`src/design/alhpm_pkg.sv`:
```
// alhpm_pkg: shared types, constants and helpers of the audio level histogram peak meter
// no dependencies; used by every module of the block and by its checker

package alhpm_pkg;

    localparam int CHANNELS_DEFAULT = 8;
    localparam int NUM_BINS         = 16;
    localparam int BIN_W            = 4;
    localparam int SAMPLE_W         = 24;
    localparam int CNT_W            = 32;
    localparam int IN_W             = 32;
    localparam int OUT_W            = 320;

    localparam logic [SAMPLE_W-1:0] CLIP_LEVEL = 24'd8388096;
    localparam logic [CNT_W-1:0]    GAIN_MIN   = 32'd256;

    // floor(c * 2^23) for the level steps, loudest first
    localparam logic [SAMPLE_W-1:0] THRESH [7] = '{
        24'd7474249, 24'd6660554, 24'd5293211, 24'd3338665,
        24'd1325400, 24'd209715,  24'd8388
    };

    typedef enum logic [1:0] {
        OP_SAMPLE     = 2'd0,
        OP_READ       = 2'd1,
        OP_END_PERIOD = 2'd2,
        OP_RESET_ALL  = 2'd3
    } op_t;

    typedef enum logic [1:0] {
        DIV_IDLE,
        DIV_RUN,
        DIV_DONE
    } div_state_t;

    // request from the top level to the histogram store
    typedef struct packed {
        logic valid;     // sample or read beat taken
        logic wr;        // sample: increment bin and channel count
        logic in_range;  // channel below the channel count
    } store_req_t;

    // status from the histogram store
    typedef struct packed {
        logic rd_valid;  // read data below is valid this cycle
        logic clearing;  // clearing pass running
    } store_rsp_t;

    function automatic logic [CNT_W-1:0] sat_inc(input logic [CNT_W-1:0] c);
        sat_inc = (c == '1) ? c : c + CNT_W'(1);
    endfunction

    // level bin of a sample: 0..7 positive loud to quiet, 8..15 negative quiet to loud
    function automatic logic [BIN_W-1:0] classify(input logic [SAMPLE_W-1:0] s);
        logic [SAMPLE_W-1:0] mag;
        logic                neg;
        logic                found;
        logic [2:0]          k;
        neg   = s[SAMPLE_W-1];
        mag   = neg ? (~s + SAMPLE_W'(1)) : s;
        found = 1'b0;
        k     = 3'd0;
        for (int i = 0; i < 7; i++)
        begin
            if (!found && (mag > THRESH[i]))
            begin
                found = 1'b1;
                k     = 3'(i);
            end
        end
        if (!neg)
            classify = found ? {1'b0, k} : 4'd7;
        else
            classify = found ? (4'd15 - {1'b0, k}) : 4'd8;
    endfunction

endpackage

```
`src/design/alhpm_gain_div.sv`:
```
// alhpm_gain_div: restoring divider for the clip-free gain 2^31 / peak, one bit a cycle
// result floored at the minimum gain; uses alhpm_pkg

module alhpm_gain_div (
    input  logic                                  clk,
    input  logic                                  rst_n,
    input  logic                                  start,
    input  logic [alhpm_pkg::SAMPLE_W-1:0]        divisor,
    input  logic                                  ack,
    output logic                                  done,
    output logic [alhpm_pkg::CNT_W-1:0]           gain
);

    localparam int SW     = alhpm_pkg::SAMPLE_W;
    localparam int QW     = alhpm_pkg::CNT_W;
    localparam int STEP_W = $clog2(QW);

    alhpm_pkg::div_state_t state_reg;
    alhpm_pkg::div_state_t state_next;

    logic [SW-1:0]            dvs_reg;
    logic [SW-1:0]            rem_reg;
    logic [QW-1:0]            quo_reg;
    logic [STEP_W-1:0]        step_reg;
    logic                     zero_reg;

    logic [SW-1:0]            rem_sh;
    logic                     ge;

    // dividend is 2^31: only its top bit is set
    assign rem_sh = {rem_reg[SW-2:0], (step_reg == '0)};
    assign ge     = (rem_sh >= dvs_reg);

    always_comb
    begin
        state_next = state_reg;
        case (state_reg)
            alhpm_pkg::DIV_IDLE:
            begin
                if (start)
                    state_next = alhpm_pkg::DIV_RUN;
            end
            alhpm_pkg::DIV_RUN:
            begin
                if (step_reg == '1)
                    state_next = alhpm_pkg::DIV_DONE;
            end
            alhpm_pkg::DIV_DONE:
            begin
                if (ack)
                    state_next = alhpm_pkg::DIV_IDLE;
            end
            default:
                state_next = alhpm_pkg::DIV_IDLE;
        endcase
    end

    always_ff @(posedge clk or negedge rst_n)
    begin
        if (!rst_n)
            state_reg <= alhpm_pkg::DIV_IDLE;
        else
            state_reg <= state_next;
    end

    always_ff @(posedge clk)
    begin
        if (state_reg == alhpm_pkg::DIV_IDLE)
        begin
            dvs_reg  <= divisor;
            zero_reg <= (divisor == '0);
            rem_reg  <= '0;
            quo_reg  <= '0;
            step_reg <= '0;
        end
        else if (state_reg == alhpm_pkg::DIV_RUN)
        begin
            rem_reg  <= ge ? (rem_sh - dvs_reg) : rem_sh;
            quo_reg  <= {quo_reg[QW-2:0], ge};
            step_reg <= step_reg + STEP_W'(1);
        end
    end

    assign done = (state_reg == alhpm_pkg::DIV_DONE);
    assign gain = (zero_reg || (quo_reg < alhpm_pkg::GAIN_MIN)) ? alhpm_pkg::GAIN_MIN : quo_reg;

endmodule

```
`config.mk`:
```
export PLATFORM = sky130hd
export DESIGN_NAME = alhpm_gain_div
export DESIGN_NICKNAME = d
export VERILOG_FILES = /design/src/design/alhpm_pkg.sv /design/src/design/alhpm_gain_div.sv
export SDC_FILE = /design/constraint.sdc
export NUM_CORES = 1
export LEC_CHECK = 0
export ABC_AREA = 1
export BUFFER_PORTS_ARGS = -buffer_cell sky130_fd_sc_hd__clkbuf_2
export CAP_MARGIN = 20
export CORE_UTILIZATION = 42
export CTS_CLUSTER_DIAMETER = 200
export DETAILED_ROUTE_END_ITERATION = 12
export GPL_ROUTABILITY_DRIVEN = 0
export HOLD_SLACK_MARGIN = 0.12
export REMOVE_ABC_BUFFERS = 1
export SETUP_SLACK_MARGIN = 0.15
export SKIP_LAST_GASP = 1
export SLEW_MARGIN = 20
export SYNTH_ARGS = -nofsm -noshare
export SYNTH_HDL_FRONTEND = slang
export SYNTH_SLANG_ARGS = --single-unit
```
`constraint.sdc`:
```
create_clock -name clk -period 3.5 [get_ports clk]
set_input_delay 0.175 -clock clk [delete_from_list [all_inputs] [get_ports clk]]
set_output_delay 0.175 -clock clk [all_outputs]
set_load 0.1 [all_outputs]
```
# Yosys cells after proc, flatten, opt, wreduce, memory -nomap -nowiden
# Cells that the tools add are included.
dict set report totals {
  ff_bits 87
  output_inout_bits 33
  wordCells 27
  input_bits 28
}
dict set report classes {
  addsub 2
  magnitude_cmp 2
  n_mux 6
  n_eq_ne 6
  reduce_logical 5
}
# op n
set ops {}
lappend ops {{32-bit by 9-bit less-than comparator with 1-bit output (second input constant)} 1}
lappend ops {{32-bit 2-to-1 mux} 1}
lappend ops {{24-bit greater-or-equal comparator} 1}
lappend ops {{24-bit logical NOT} 1}
lappend ops {{23-bit 2-to-1 mux} 1}
lappend ops {{23-bit subtractor} 1}
lappend ops {{2-bit 2-to-1 mux} 3}
lappend ops {{2-bit != test (second input constant)} 3}
lappend ops {{2-bit case mux with 3 select lines} 1}
lappend ops {{5-bit by 1-bit adder with 5-bit output (second input constant)} 1}
lappend ops {{5-bit equality test (second input constant)} 1}
lappend ops {{5-bit logical NOT} 1}
lappend ops {{3-bit AND reduction} 1}
lappend ops {{2-bit by 1-bit equality test with 1-bit output (second input constant)} 1}
lappend ops {{2-bit equality test (second input constant)} 1}
lappend ops {{2-bit logical NOT} 1}
lappend ops {{1-bit logical OR} 1}

# Logic depth before layout (Yosys ltp)
dict set report logic_depth {
  depth_word 3
  depth_mapped 17
  ltp_nobuf 16
}

# Worst setup path after synthesis
# No wires, ideal clock.
dict set report synth_timing {
  path_type {reg2reg}
  startpoint {register step_reg[0]}
  endpoint {register rem_reg[20]}
  setup_slack_ps 1178
  period_less_slack_ps 2322
  stages_incl_launch_ff 18
  t_arrival_ps 2210
  required_time_ps 3388
  setup_time_ps 112
  path_buffers 1
  path_cell_list {dfxtp_1 > inv_1 > ha_1 > nand4_1 > ha_1 > inv_1 > fa_1 > nand2_1 > nand2_1 > nand3_1 > nand3_1 > nand2_2 > nand3_4 > buf_6 > nor2_1 > nor2_1 > nand2_1 > nand2_1}
}
dict set report synth_via {
  elab_chain_cells 3
  elab_cells_between_ends 4
  cone_classes {add/sub: 1; order compare: 1; mux: 1; reduce/logical: 1}
}
# element line
set synth_rtl {}
lappend synth_rtl {{start: declaration} alhpm_gain_div.sv:24} ;# logic [STEP_W-1:0] step_reg;
lappend synth_rtl {{start signal: assignment} alhpm_gain_div.sv:80} ;# step_reg <= step_reg + STEP_W'(1);
lappend synth_rtl {{5-bit logical NOT (*)} alhpm_gain_div.sv:31} ;# assign rem_sh = {rem_reg[SW-2:0], (step_reg == '0)};
lappend synth_rtl {{23-bit subtractor / 24-bit greater-or-equal comparator (equally long branches)} {alhpm_gain_div.sv:78, alhpm_gain_div.sv:32}}
lappend synth_rtl {{23-bit 2-to-1 mux (*)} alhpm_gain_div.sv:78} ;# rem_reg <= ge ? (rem_sh - dvs_reg) : rem_sh;
lappend synth_rtl {{end signal: assignment} alhpm_gain_div.sv:78}
lappend synth_rtl {{end: declaration} alhpm_gain_div.sv:22} ;# logic [SW-1:0] rem_reg;
# Mark *: on every way between the ends. The rest lies on a longest branch, timed or not.
# A chain may end at the register's enable or synchronous reset.

# Final worst setup path
dict set report layout_timing {
  startpoint {register step_reg[0]}
  endpoint {register rem_reg[2]}
}
# The elaborated chain is that of the path after synthesis.

==> results by group <==
Run status
  • Outcome: finished clean

CTS
  • CTS sink count: 87
  • CTS buffer count: 9
  • Clock Tree Root: clkbuf_16
  • Clk buf depth: 2
  • Worst skew pair latency: 0.35 ns
  • CTS tree: done
  • H-tree levels: 3
  • Post-CTS sizing: 0
  • Reg clk slew, reported paths: 0.07 ns

GRT
  • Total GRT Usage: 21.47%
  • Gr ovfl total: 0
  • First-pass GRT wire length: 21670 um
  • Vias in the first global route: 4667
  • Initial antenna violation count: 0
  • Largest net degree at the start of global routing: 40

Detailed routing
  • Drc violations: 0
  • Post-route ant nets: 0
  • Via count: 4870
  • Initial DRC count: 264
  • First-pass DRT Iterations: 5
  • Routed wire length: 12770 um
  • DR WL/cell: 12.77 um
  • Vias per inst: 4.870

STA
  • Setup TNS: 0 ns
  • Worst Skew: 0.01178 ns
  • Maximum clock frequency: 340.1 MHz
  • Period minus WS final: 2.941 ns
  • Slew Viols, Final: 0
  • Slew at the pin closest to its max-slew limit: 0.9749 ns
  • Fin crit share: 84.01%
  • RSZ-0062 raised after global routing: no
  • Endpoints failing setup: 0
  • Relative slew margins: 35.00%
  • Final hold vios: 0
  • Final WS setup: 0.5595 ns

Placed design
  • Worst slack at placement: 0.5982 ns
  • Port Buffer Count: 60
  • DP Area: 5583 um^2
  • HPWL after DPL: 9462 um
  • Post-placement cell count: 957

Cells and area
  • Multi-input gate area: 2462 um^2
  • Area growth from synthesis to layout: 19.43%
  • Diodes inserted: 0
  • Post-Layout Inst Area: 6145 um^2
  • Share of post-route cells with drive strength above 1: 10.55%
  • Fillers: 1155
  • FF/Latch Area: 2002 um^2
  • Nets: 904
  • Max reg flops: 32
  • Layout Cells excl Fill: 1000

Logic synthesis
  • Synth Area per Inst: 6.743 um^2
  • Post-synthesis cell count: 763
  • Yosys warns: 0
  • Unique masters post-synth: 29
  • Synthesized area: 5145 um^2
  • #FFs+latches synth: 87
  • Register area share after synthesis: 38.91%

Pwr
  • Design Power: 6.633 mW
  • Net Sw Frac: 51.86%
  • VDD IR max: 866.9 uV
  • Comb pwr share: 61.5%
  • P per Cell Area: 1079 nW/um^2
  • Int Pwr: 3.193 mW
  • Leakage power: 3.184 nW
  • Sw power: 3.440 mW
  • Power share of the clock group: 14.3%
  • Flop pwr share: 24.2%

Die
  • Die Height: 112.7 um
  • IO Count: 61
  • Die Wd: 112.7 um
  • Full die area: 12700 um^2
  • CORE AREA: 11960 um^2
  • Site Rows: 40
  • Initial Util: 43.01%

Min path
  • Worst Hold Class: primary input to asynchronous set/reset pin

Worst setup path
  • Cells on worst reg2reg path: 17
  • Worst r2r dst: rem_reg[2]
  • Most common cell on crit path: nand2_1
  • Worst Setup Start Kind: register
  • Reg2reg setup slack: 0.56 ns
  • Worst EP required: 3.74 ns
  • Crit Path Max Fanout: 27
  • Worst r2r src: step_reg[0]
  • Critical path's slowest cell: fa_1
  • CP startpoint: step_reg[0]
  • Critical-path cell list: inv_1 -> ha_1 -> nand4_1 -> ha_1 -> inv_1 -> fa_1 -> nand2_1 -> nand2_1 -> nand3_1 -> nand3_1 -> nand2_2 -> nand3_4 -> buf_4 -> nor2_1 -> nor2_1 -> nand2_1 -> nand2_1
  • CP peak stage delay: 0.42 ns
  • Critical path type: register to register
  • Setup crit end kind: register
  • CP Data Arrival Time: 3.18 ns

Flow run
  • Max-cap violations: 0
[routing by layer]
metal	part of all wire [%]	wire length, um	global-route usage [%]	up-vias
met5	0	0	0	-
met4	0.96	123	5.333	0
met3	4.4	566	3.888	9
met2	48	6084	37.41	105
met1	47	6000	27.41	2198
li1	-	-	-	2558
[cells by family after synthesis]
logic type | share of synthesized area (%)
AND/OR/NAND/NOR | 32.95
adder cells (fa/ha/maj) | 6.955
AO/OA/AOI/OAI | 6.542
XOR/XNOR | 1.362
buffers and inverters | 13.28
flip-flops | 38.91
[placed cells by master, fill, tap and decap left out, drive strengths merged]
cell type / n
nor3: 6
edfxtp: 25
nand2: 241
inv: 160
nor2: 83
o31ai: 1
dfrtp: 2
xor2: 1
nand3b: 1
nor4: 10
nand4: 16
and2: 1
xnor2: 7
dfxtp: 60
dlygate4sd3: 27
ha: 27
nand3: 48
o21ai: 11
buf: 6
a21oi: 14
fa: 1
o22ai: 32
clkinv: 2
clkbuf: 71
[Yosys cell counts (all sizes together)]
cell type	n	area share, %
nand2	241	18
inv	157	11
nor2	83	6.2
dfxtp	60	23
nand3	48	4.9
o22ai	32	3.9
ha	27	6.6
edfxtp	25	15
clkbuf	16	1.2
nand4	16	1.9
a21oi	14	1.4
o21ai	11	1.1
nor4	10	1.2
xnor2	7	1.2
nor3	6	0.68
buf	3	0.66
dfrtp	2	0.97
and2	1	0.12
fa	1	0.39
nand3b	1	0.15
o31ai	1	0.15
xor2	1	0.17
[final cells by class]
cell class                      count  share of cell area, %
Timing Repair Buffer               93                  10.02
Clock inverter                      5                 0.6109
Tap cell                          147                  2.993
Clock buffer                       11                  4.134
Multi-Input combinational cell    500                  40.07
Sequential cell                    87                  32.58
Inverter                          157                  9.591
[critical path, delay by kind of cell, from the launching register on]
| family | cells | cell delay [ns] |
|---|---|---|
| adders and majority gates | 3 | 0.78 |
| DFF | 1 | 0.33 |
| and+or+nand+nor | 11 | 1.27 |
| buffers and inverters | 3 | 0.46 |
[stage by stage]
step	utilization, %	hold WS [ns]
finish	51.37	0.1453
global route	51.37	0.1652
CTS	51.37	0.1392
detailed placement	46.67	-0.03458
global placement	46.67	-0.03919
floorplan	-	-0.1206
[worst max-delay path by stage]
stage,to,slack [ns],depth (start not counted)
after floorplan,done,0.74,2
after global placement,rem_reg[2],0.67,17
after detailed placement,rem_reg[2],0.60,17
after CTS,rem_reg[2],0.58,17
after global routing,rem_reg[19],0.22,16
final,rem_reg[2],0.56,17
[what timing repair did]
item,4_1_cts,5_1_grt
setup buffers,0,0
endpoints found under the setup margin,0,0
hold buffers,27,0
hold endpoints to repair,28,0
[power by group through the flow]
stage | Combinational [mW] | Clock (mW) | Sequential, mW
4_1_cts | 4.07 | 0.968 | 1.61
2_1_floorplan | 3.15 | 0 | 1.58
6_report | 4.08 | 0.948 | 1.61
5_1_grt | 4.60 | 1.01 | 1.65
3_3_place_gp | 3.96 | 0 | 1.62
3_5_place_dp | 4.02 | 0 | 1.63
(Power assumes the default switching activity.)
