==> config.mk <==
export PLATFORM = sky130hd
export DESIGN_NAME = alhpm_store
export DESIGN_NICKNAME = d
export VERILOG_FILES = /design/src/design/alhpm_pkg.sv /design/src/design/alhpm_store.sv
export SDC_FILE = /design/constraint.sdc
export NUM_CORES = 2
export LEC_CHECK = 0
export BUFFER_PORTS_ARGS = -buffer_cell sky130_fd_sc_hd__buf_2
export CAP_MARGIN = 20
export CELL_PAD_IN_SITES_DETAIL_PLACEMENT = 2
export CELL_PAD_IN_SITES_GLOBAL_PLACEMENT = 2
export CORE_MARGIN = 2
export CORE_UTILIZATION = 45
export CTS_CLUSTER_SIZE = 28
export DETAILED_ROUTE_END_ITERATION = 12
export GPL_ROUTABILITY_DRIVEN = 0
export MAX_ROUTING_LAYER = met4
export PLACE_DENSITY_LB_ADDON = 0.1
export SYNTH_ARGS = -nofsm -noshare
export SYNTH_HDL_FRONTEND = slang
export SYNTH_MEMORY_MAX_BITS = 65536
export SYNTH_SLANG_ARGS = --single-unit
==> constraint.sdc <==
create_clock -name clk -period 8.91 [get_ports clk]
set_input_delay 1.782 -clock clk [delete_from_list [all_inputs] [get_ports clk]]
set_output_delay 1.782 -clock clk [all_outputs]
set_load 0.05 [all_outputs]
==> src/design/alhpm_pkg.sv <==
// alhpm_pkg: shared types, constants and helpers of the audio level histogram peak meter
// no dependencies; used by every module of the block and by its checker

package alhpm_pkg;

    localparam int CHANNELS_DEFAULT = 8;
    localparam int NUM_BINS         = 16;
    localparam int BIN_W            = 4;
    localparam int SAMPLE_W         = 24;
    localparam int CNT_W            = 32;
    localparam int IN_W             = 32;
    localparam int OUT_W            = 320;

    localparam logic [SAMPLE_W-1:0] CLIP_LEVEL = 24'd8388096;
    localparam logic [CNT_W-1:0]    GAIN_MIN   = 32'd256;

    // floor(c * 2^23) for the level steps, loudest first
    localparam logic [SAMPLE_W-1:0] THRESH [7] = '{
        24'd7474249, 24'd6660554, 24'd5293211, 24'd3338665,
        24'd1325400, 24'd209715,  24'd8388
    };

    typedef enum logic [1:0] {
        OP_SAMPLE     = 2'd0,
        OP_READ       = 2'd1,
        OP_END_PERIOD = 2'd2,
        OP_RESET_ALL  = 2'd3
    } op_t;

    typedef enum logic [1:0] {
        DIV_IDLE,
        DIV_RUN,
        DIV_DONE
    } div_state_t;

    // request from the top level to the histogram store
    typedef struct packed {
        logic valid;     // sample or read beat taken
        logic wr;        // sample: increment bin and channel count
        logic in_range;  // channel below the channel count
    } store_req_t;

    // status from the histogram store
    typedef struct packed {
        logic rd_valid;  // read data below is valid this cycle
        logic clearing;  // clearing pass running
    } store_rsp_t;

    function automatic logic [CNT_W-1:0] sat_inc(input logic [CNT_W-1:0] c);
        sat_inc = (c == '1) ? c : c + CNT_W'(1);
    endfunction

    // level bin of a sample: 0..7 positive loud to quiet, 8..15 negative quiet to loud
    function automatic logic [BIN_W-1:0] classify(input logic [SAMPLE_W-1:0] s);
        logic [SAMPLE_W-1:0] mag;
        logic                neg;
        logic                found;
        logic [2:0]          k;
        neg   = s[SAMPLE_W-1];
        mag   = neg ? (~s + SAMPLE_W'(1)) : s;
        found = 1'b0;
        k     = 3'd0;
        for (int i = 0; i < 7; i++)
        begin
            if (!found && (mag > THRESH[i]))
            begin
                found = 1'b1;
                k     = 3'(i);
            end
        end
        if (!neg)
            classify = found ? {1'b0, k} : 4'd7;
        else
            classify = found ? (4'd15 - {1'b0, k}) : 4'd8;
    endfunction

endpackage

==> src/design/alhpm_store.sv <==
// alhpm_store: level bin memory and per-channel sample count memory
// read-modify-write with one forwarding stage and a clearing pass; uses alhpm_pkg

module alhpm_store #(
    parameter int CHANNELS = alhpm_pkg::CHANNELS_DEFAULT
) (
    input  logic                                clk,
    input  logic                                rst_n,
    input  alhpm_pkg::store_req_t               req,
    input  logic [alhpm_pkg::BIN_W-1:0]         req_bin,
    input  logic [((CHANNELS > 1) ? $clog2(CHANNELS) : 1)-1:0] req_ch,
    input  logic                                clear_start,
    output alhpm_pkg::store_rsp_t               rsp,
    output logic [alhpm_pkg::CNT_W-1:0]         rd_bin,
    output logic [alhpm_pkg::CNT_W-1:0]         rd_cnt
);

    localparam int CH_W   = (CHANNELS > 1) ? $clog2(CHANNELS) : 1;
    localparam int ADDR_W = alhpm_pkg::BIN_W + CH_W;
    localparam int CNT_W  = alhpm_pkg::CNT_W;

    logic [CNT_W-1:0] bin_mem [2**ADDR_W];
    logic [CNT_W-1:0] cnt_mem [2**CH_W];

    logic [CNT_W-1:0]  bin_rdata_reg;
    logic [CNT_W-1:0]  cnt_rdata_reg;

    logic              s1_valid_reg;
    logic              s1_wr_reg;
    logic              s1_in_range_reg;
    logic [ADDR_W-1:0] s1_addr_reg;

    logic              last_valid_reg;
    logic [ADDR_W-1:0] last_addr_reg;
    logic [CNT_W-1:0]  last_bin_reg;
    logic [CNT_W-1:0]  last_cnt_reg;

    logic              sweep_reg;
    logic              sweep_next;
    logic [ADDR_W-1:0] sweep_addr_reg;
    logic [ADDR_W-1:0] sweep_addr_next;

    logic [ADDR_W-1:0] req_addr;
    logic [CH_W-1:0]   s1_ch;
    logic [CNT_W-1:0]  bin_cur;
    logic [CNT_W-1:0]  cnt_cur;
    logic [CNT_W-1:0]  bin_new;
    logic [CNT_W-1:0]  cnt_new;
    logic              do_write;

    assign req_addr = {req_bin, req_ch};
    assign s1_ch    = s1_addr_reg[CH_W-1:0];

    // the write of the previous cycle is not yet seen by a read issued alongside it
    assign bin_cur  = (last_valid_reg && (last_addr_reg == s1_addr_reg))
                      ? last_bin_reg : bin_rdata_reg;
    assign cnt_cur  = (last_valid_reg && (last_addr_reg[CH_W-1:0] == s1_ch))
                      ? last_cnt_reg : cnt_rdata_reg;
    assign bin_new  = alhpm_pkg::sat_inc(bin_cur);
    assign cnt_new  = alhpm_pkg::sat_inc(cnt_cur);
    assign do_write = s1_valid_reg && s1_wr_reg;

    always_ff @(posedge clk)
    begin
        if (sweep_reg)
            bin_mem[sweep_addr_reg] <= '0;
        else if (do_write)
            bin_mem[s1_addr_reg] <= bin_new;
        bin_rdata_reg <= bin_mem[req_addr];
    end

    always_ff @(posedge clk)
    begin
        if (sweep_reg)
            cnt_mem[sweep_addr_reg[CH_W-1:0]] <= '0;
        else if (do_write)
            cnt_mem[s1_ch] <= cnt_new;
        cnt_rdata_reg <= cnt_mem[req_ch];
    end

    always_comb
    begin
        sweep_next      = sweep_reg;
        sweep_addr_next = sweep_addr_reg;
        if (sweep_reg)
        begin
            sweep_addr_next = sweep_addr_reg + ADDR_W'(1);
            if (sweep_addr_reg == '1)
                sweep_next = 1'b0;
        end
        else if (clear_start)
        begin
            sweep_next      = 1'b1;
            sweep_addr_next = '0;
        end
    end

    always_ff @(posedge clk or negedge rst_n)
    begin
        if (!rst_n)
        begin
            sweep_reg      <= 1'b1;
            sweep_addr_reg <= '0;
            s1_valid_reg   <= 1'b0;
            last_valid_reg <= 1'b0;
        end
        else
        begin
            sweep_reg      <= sweep_next;
            sweep_addr_reg <= sweep_addr_next;
            s1_valid_reg   <= req.valid;
            last_valid_reg <= do_write;
        end
    end

    always_ff @(posedge clk)
    begin
        s1_wr_reg       <= req.wr;
        s1_in_range_reg <= req.in_range;
        s1_addr_reg     <= req_addr;
        last_addr_reg   <= s1_addr_reg;
        last_bin_reg    <= bin_new;
        last_cnt_reg    <= cnt_new;
    end

    assign rsp.rd_valid = s1_valid_reg && !s1_wr_reg;
    assign rsp.clearing = sweep_reg;
    assign rd_bin       = s1_in_range_reg ? bin_cur : '0;
    assign rd_cnt       = s1_in_range_reg ? cnt_cur : '0;

endmodule

# ---- Word level (Yosys, flattened, before mapping)
# Memory sizes are Yosys's and may differ from the RTL's. A register that Yosys moved wholly into a read port is not among the register bits.
# Index checks and enable logic that the tools add are counted.
dict set report word_totals {
  wordCells 50
  n_memories 2
  out_inout_bits 66
  mem_bits_rw 4352
  regBits 90
}
dict set report classes {
  eq_ne 5
  addsub 3
  reduce_logical 8
  n_mux 22
}
# name depth width rd rd_ports_with_merged_regs wr line_no
set memory_table {}
lappend memory_table {bin_mem 128 32 1 1 1 alhpm_store.sv:22} ;# logic [CNT_W-1:0] bin_mem [2**ADDR_W];
lappend memory_table {cnt_mem 8 32 1 1 1 alhpm_store.sv:23} ;# logic [CNT_W-1:0] cnt_mem [2**CH_W];
# cell n
set op_table {}
lappend op_table {{32-bit two-way mux} 8}
lappend op_table {{32-bit by 1-bit adder with 32-bit output (second input constant)} 2}
lappend op_table {{32-bit == test (second input constant)} 2}
lappend op_table {{32-bit OR reduction} 2}
lappend op_table {{7-bit two-way mux} 3}
lappend op_table {{1-bit two-way mux} 10}
lappend op_table {{7-bit by 1-bit adder with 7-bit output (second input constant)} 1}
lappend op_table {{7-bit == test} 1}
lappend op_table {{7-bit == test (second input constant)} 1}
lappend op_table {{1-bit logical AND} 4}
lappend op_table {{3-bit == test} 1}
lappend op_table {{3-bit two-way mux} 1}
lappend op_table {{2-bit nonzero test} 1}
lappend op_table {{1-bit zero test} 1}

# ---- Longest topological paths before layout
dict set report logic_depth {
  depth_word 6
  mapped_depth 16
  mapped_depth_nobuf 12
}

# ---- Worst setup path after synthesis
# Ideal clock, no wire load.
dict set report synth_timing {
  path_kind {register to register}
  start {register s1_addr_reg[0]}
  end {memory bin_mem[0][9] (data pin)}
  stages_incl_launch_ff 10
  n_path_buf 2
  arrival_time_ns 6.848
  setup_time_ns 1.152
  period_less_slack_ns 8.000
  setup_slack_ns 0.910
  required_time_ns 7.758
  path_cell_list {dfxtp_1 -> xnor2_1 -> nand4_2 -> buf_2 -> clkbuf_1 -> o21ai_0 -> o31ai_1 -> a21oi_1 -> a21boi_0 -> nor3_1}
}
dict set report synth_via {
  elab_chain_len 6
  word_cells_on_any_way 7
}
# element line_no
set synth_rtl {}
lappend synth_rtl {{start, declared} alhpm_store.sv:31} ;# logic [ADDR_W-1:0] s1_addr_reg;
lappend synth_rtl {{start signal, assigned} alhpm_store.sv:120} ;# s1_addr_reg <= req_addr;
lappend synth_rtl {{7-bit == test (*)} alhpm_store.sv:55} ;# assign bin_cur = (last_valid_reg && (last_addr_reg == s1_addr_reg))
lappend synth_rtl {{1-bit logical AND (*)} alhpm_store.sv:55}
lappend synth_rtl {{32-bit two-way mux (*)} alhpm_store.sv:56} ;# ? last_bin_reg : bin_rdata_reg;
lappend synth_rtl {{32-bit by 1-bit adder with 32-bit output or 32-bit == test (tied branches)} alhpm_pkg.sv:50} ;# sat_inc = (c == '1) ? c : c + CNT_W'(1);
lappend synth_rtl {{32-bit two-way mux (*)} alhpm_pkg.sv:50}
lappend synth_rtl {{32-bit two-way mux (no source line) (*)} n/a}
lappend synth_rtl {{end, declared} alhpm_store.sv:22}
# Every way passes the cells marked *; elsewhere a longest branch is shown, timed or not.

# ---- Final worst setup path
dict set report layout_timing {
  start {register s1_addr_reg[3]}
  end {output rd_bin[10] (netlist bit)}
}
dict set report layout_via {
  elab_chain_len 4
}
# element line_no
set layout_rtl {}
lappend layout_rtl {{7-bit == test} alhpm_store.sv:55}
lappend layout_rtl {{1-bit logical AND} alhpm_store.sv:55}
lappend layout_rtl {{32-bit two-way mux} alhpm_store.sv:56}
lappend layout_rtl {{32-bit two-way mux} alhpm_store.sv:128} ;# assign rd_bin = s1_in_range_reg ? bin_cur : '0;
lappend layout_rtl {{end, declared} alhpm_store.sv:14} ;# output logic [alhpm_pkg::CNT_W-1:0] rd_bin,
# Every way passes these cells.

==> results.py <==
metrics = {
    "floorplanning": {
        "die_h_um": 623,
        "start_util_pct": 45.2,
        "core-area_um2": 382000,
        "rows": 227,
        "die-area_um2": 388000,
        "io_pins": 79,
        "fp.dieW_um": 623,
    },
    "power_and_ir_drop": {
        "p_int_mw": 36.9,
        "peakVddDrop_mv": 0.197,
        "leakagePower_nw": 56.3,
        "p_comb_share_pct": 8.3,
        "switching_power_mw": 12.4,
        "seq_power_share_pct": 50.6,
        "p_per_area_nw_per_um2": 251,
        "p_sw_share_pct": 25.2,
        "pwr-share-clk_pct": 41.1,
    },
    "final_layout": {
        "final_util_pct": 51.5,
        "largest_reg_flops": 4096,
        "fillers": 32200,
        "seqCellArea_um2": 134000,
        "largestRegisters": "bin_mem x4096, cnt_mem x256",
        "drive_gt1_share_pct": 32.5,
        "largest-register": "bin_mem",
        "layout_common_cells": "edfxtp_1 (4352), mux4_2 (1344), clkbuf_16 (474)",
        "area_growth_pct": 14.1,
        "instances_no_fill": 13300,
        "multi_input_area_um2": 38200,
        "final_common_cell": "edfxtp_1",
        "nets": 7792,
    },
    "place": {
        "dp_cells": 12300,
        "port_buffers": 78,
        "dp_hpwl_um": 307000,
    },
    "synth": {
        "yosysSeqAreaShare_pct": 77.6,
        "syn_area_um2": 172000,
        "synth_seq_cells": 4506,
        "synth-edff-count": 4352,
        "yosys_most_used_dff": "edfxtp_1",
        "yosys.area.top_type_share_pct": 75.8,
        "synth.area.top_cells": "edfxtp_1 (76%), mux4_2 (18%), dfxtp_1 (1.7%), o22ai_1 (0.49%), clkbuf_1 (0.47%)",
        "synthCells": 7321,
        "ys_types": 69,
        "synth_area_leader_cell": "edfxtp_1",
        "synthArstFlopShare_pct": 0.222,
        "synth_nets": 7336,
        "yosysWarnings": 0,
        "syn_area_per_cell_um2": 23.5,
    },
    "worst_setup_path": {
        "crit_type": "reg2out",
        "crit_cells": 7,
        "cpPeakStageDelay_ns": 0.81,
        "critPathRequiredTime_ns": 7.13,
        "reg2reg_slack_ns": 3.38,
        "cp_cell_sequence": "xnor2_1, nand4_1, nor2_4, buf_4, mux2i_1, nor2b_1, buf_2",
        "end_kind": "output port",
        "worst-path-buf-inv": 2,
        "worstRegToRegCells": 13,
        "crit_path_start_kind": "flip-flop",
        "cpLargestDelayFamily": "simple AND/OR/NAND/NOR gates",
        "cp.arrival_ns": 4.34,
        "crit_slowest_cell": "mux2i_1",
        "worstPathMaxFanout": 42,
    },
    "timing": {
        "period_needed_ns": 6.12,
        "min_period_over_period_pct": 68.7,
        "hold_viol": 0,
        "drv_slew": 0,
        "rsz0062_at_grt": "no",
        "setup_tns_ns": 0,
        "finalClockSkew_ns": 0.0604,
        "timing.fmax_ghz": 0.163,
        "slew_headroom_pct": 14.3,
        "tightest_slew_ns": 1.29,
        "setup_viol": 0,
    },
    "clocking": {
        "htree_levels": 5,
        "hold_buffers": 0,
        "clk_latency_ns": 1.03,
        "cts.sinks": 4506,
        "numCtsBuffers": 470,
        "cts_tree": "done",
        "cts_root_buffer": "clkbuf_16",
        "cts.repair.resized": 0,
        "clk_path_buf_depth": 4,
        "clk_pin_slew_ns": 0.06,
        "cts_setup_buffers": 0,
    },
    "global_routing": {
        "grt_pass1_vias": 91900,
        "grt_max_degree": 120,
        "antenna_found_initial": 29,
        "grt_pass1_wl_um": 791000,
        "gr-total-overflow": 0,
        "grt_usage_pct": 30.4,
    },
    "route": {
        "drcViolationCount": 0,
        "wirelength_um": 575000,
        "wl_per_cell_um": 43.4,
        "firstDrtPassIters": 5,
        "num_vias": 86100,
        "ant_nets": 0,
        "vias_per_cell": 6.50,
        "drt_iter0_drc": 11400,
    },
    "worst_hold_path": {
        "min_path_type": "reg2reg",
        "hold_depth": 0,
    },
    "run_status": {
        "outcome": "complete, no violations",
    },
    "flow_run": {
        "cap_violations": 0,
    },
}
cell families after synthesis:
logic type / count (synthesis) / share of synthesized area, %
buf+inv: 405 / 0.955
fa+ha+maj: 2 / 0.0145
simple gates: 637 / 1.90
flops: 4506 / 77.6
xor+xnor: 61 / 0.310
mux: 1447 / 18.2
compound gates: 263 / 1.01
final timing paths:
check / start / to
min: s1_addr_reg[2]$_DFF_P_ / last_addr_reg[2]$_DFF_P_
min in group asynchronous: rst_n / s1_valid_reg$_DFF_PN0_
min reg2reg: s1_addr_reg[2]$_DFF_P_ / last_addr_reg[2]$_DFF_P_
max in group asynchronous: rst_n / sweep_reg$_DFF_PN1_
max reg2reg: s1_addr_reg[0]$_DFF_P_ / cnt_mem[4][15]$_DFFE_PP_
max: s1_addr_reg[3]$_DFF_P_ / rd_bin[10]
metal layers:
| layer | vias up | routed length (um) | GRT usage [%] |
|---|---|---|---|
| met4 | 0 | 19800 | 8.91 |
| met5 | - | 0 | - |
| met2 | 4236 | 283000 | 49.3 |
| li1 | 32500 | - | - |
| met3 | 814 | 42500 | 4.46 |
| met1 | 48600 | 230000 | 40.5 |
through the flow:
step	hold slack, ns	area (um^2)	setup WS (ns)	total power, mW
finish	0.401	197000	2.79	49.3
global route	0.413	197000	2.65	50.4
CTS	0.402	197000	2.82	49.5
detailed placement	0.394	181000	3.09	29.4
global placement	0.391	181000	2.52	29.2
floorplan	0.375	172000	0.910	27.2
power groups by stage:
stage	Combinational [mW]	Clock [mW]	Sequential, mW
2_1_floorplan	2.22	0	25.0
3_3_place_gp	4.00	0	25.2
3_5_place_dp	4.08	0	25.3
4_1_cts	4.12	20.5	25.0
5_1_grt	4.26	21.1	25.0
6_report	4.11	20.2	25.0
cells in the mapped netlist (54+ instances only):
library cell	number
clkbuf_1	216
buf_1	68
nand2_1	120
dfxtp_1	144
buf_2	95
edfxtp_1	4352
nor2_1	172
o22ai_1	134
nand3_1	54
and2_1	58
mux4_2	1344
mux2i_1	65
layout make-up:
| cell class | count | share of cell area, % |
|---|---|---|
| clock inverters | 290 | 1.41 |
| diodes | 24 | 0.0305 |
| multi-input cells | 2410 | 19.4 |
| repair buffers | 365 | 1.50 |
| inverters | 24 | 0.0458 |
| well taps | 5038 | 3.20 |
| flip-flops and latches | 4506 | 68.0 |
| clock buffers | 593 | 6.36 |
Note: power is estimated with default switching activity, not from simulation.
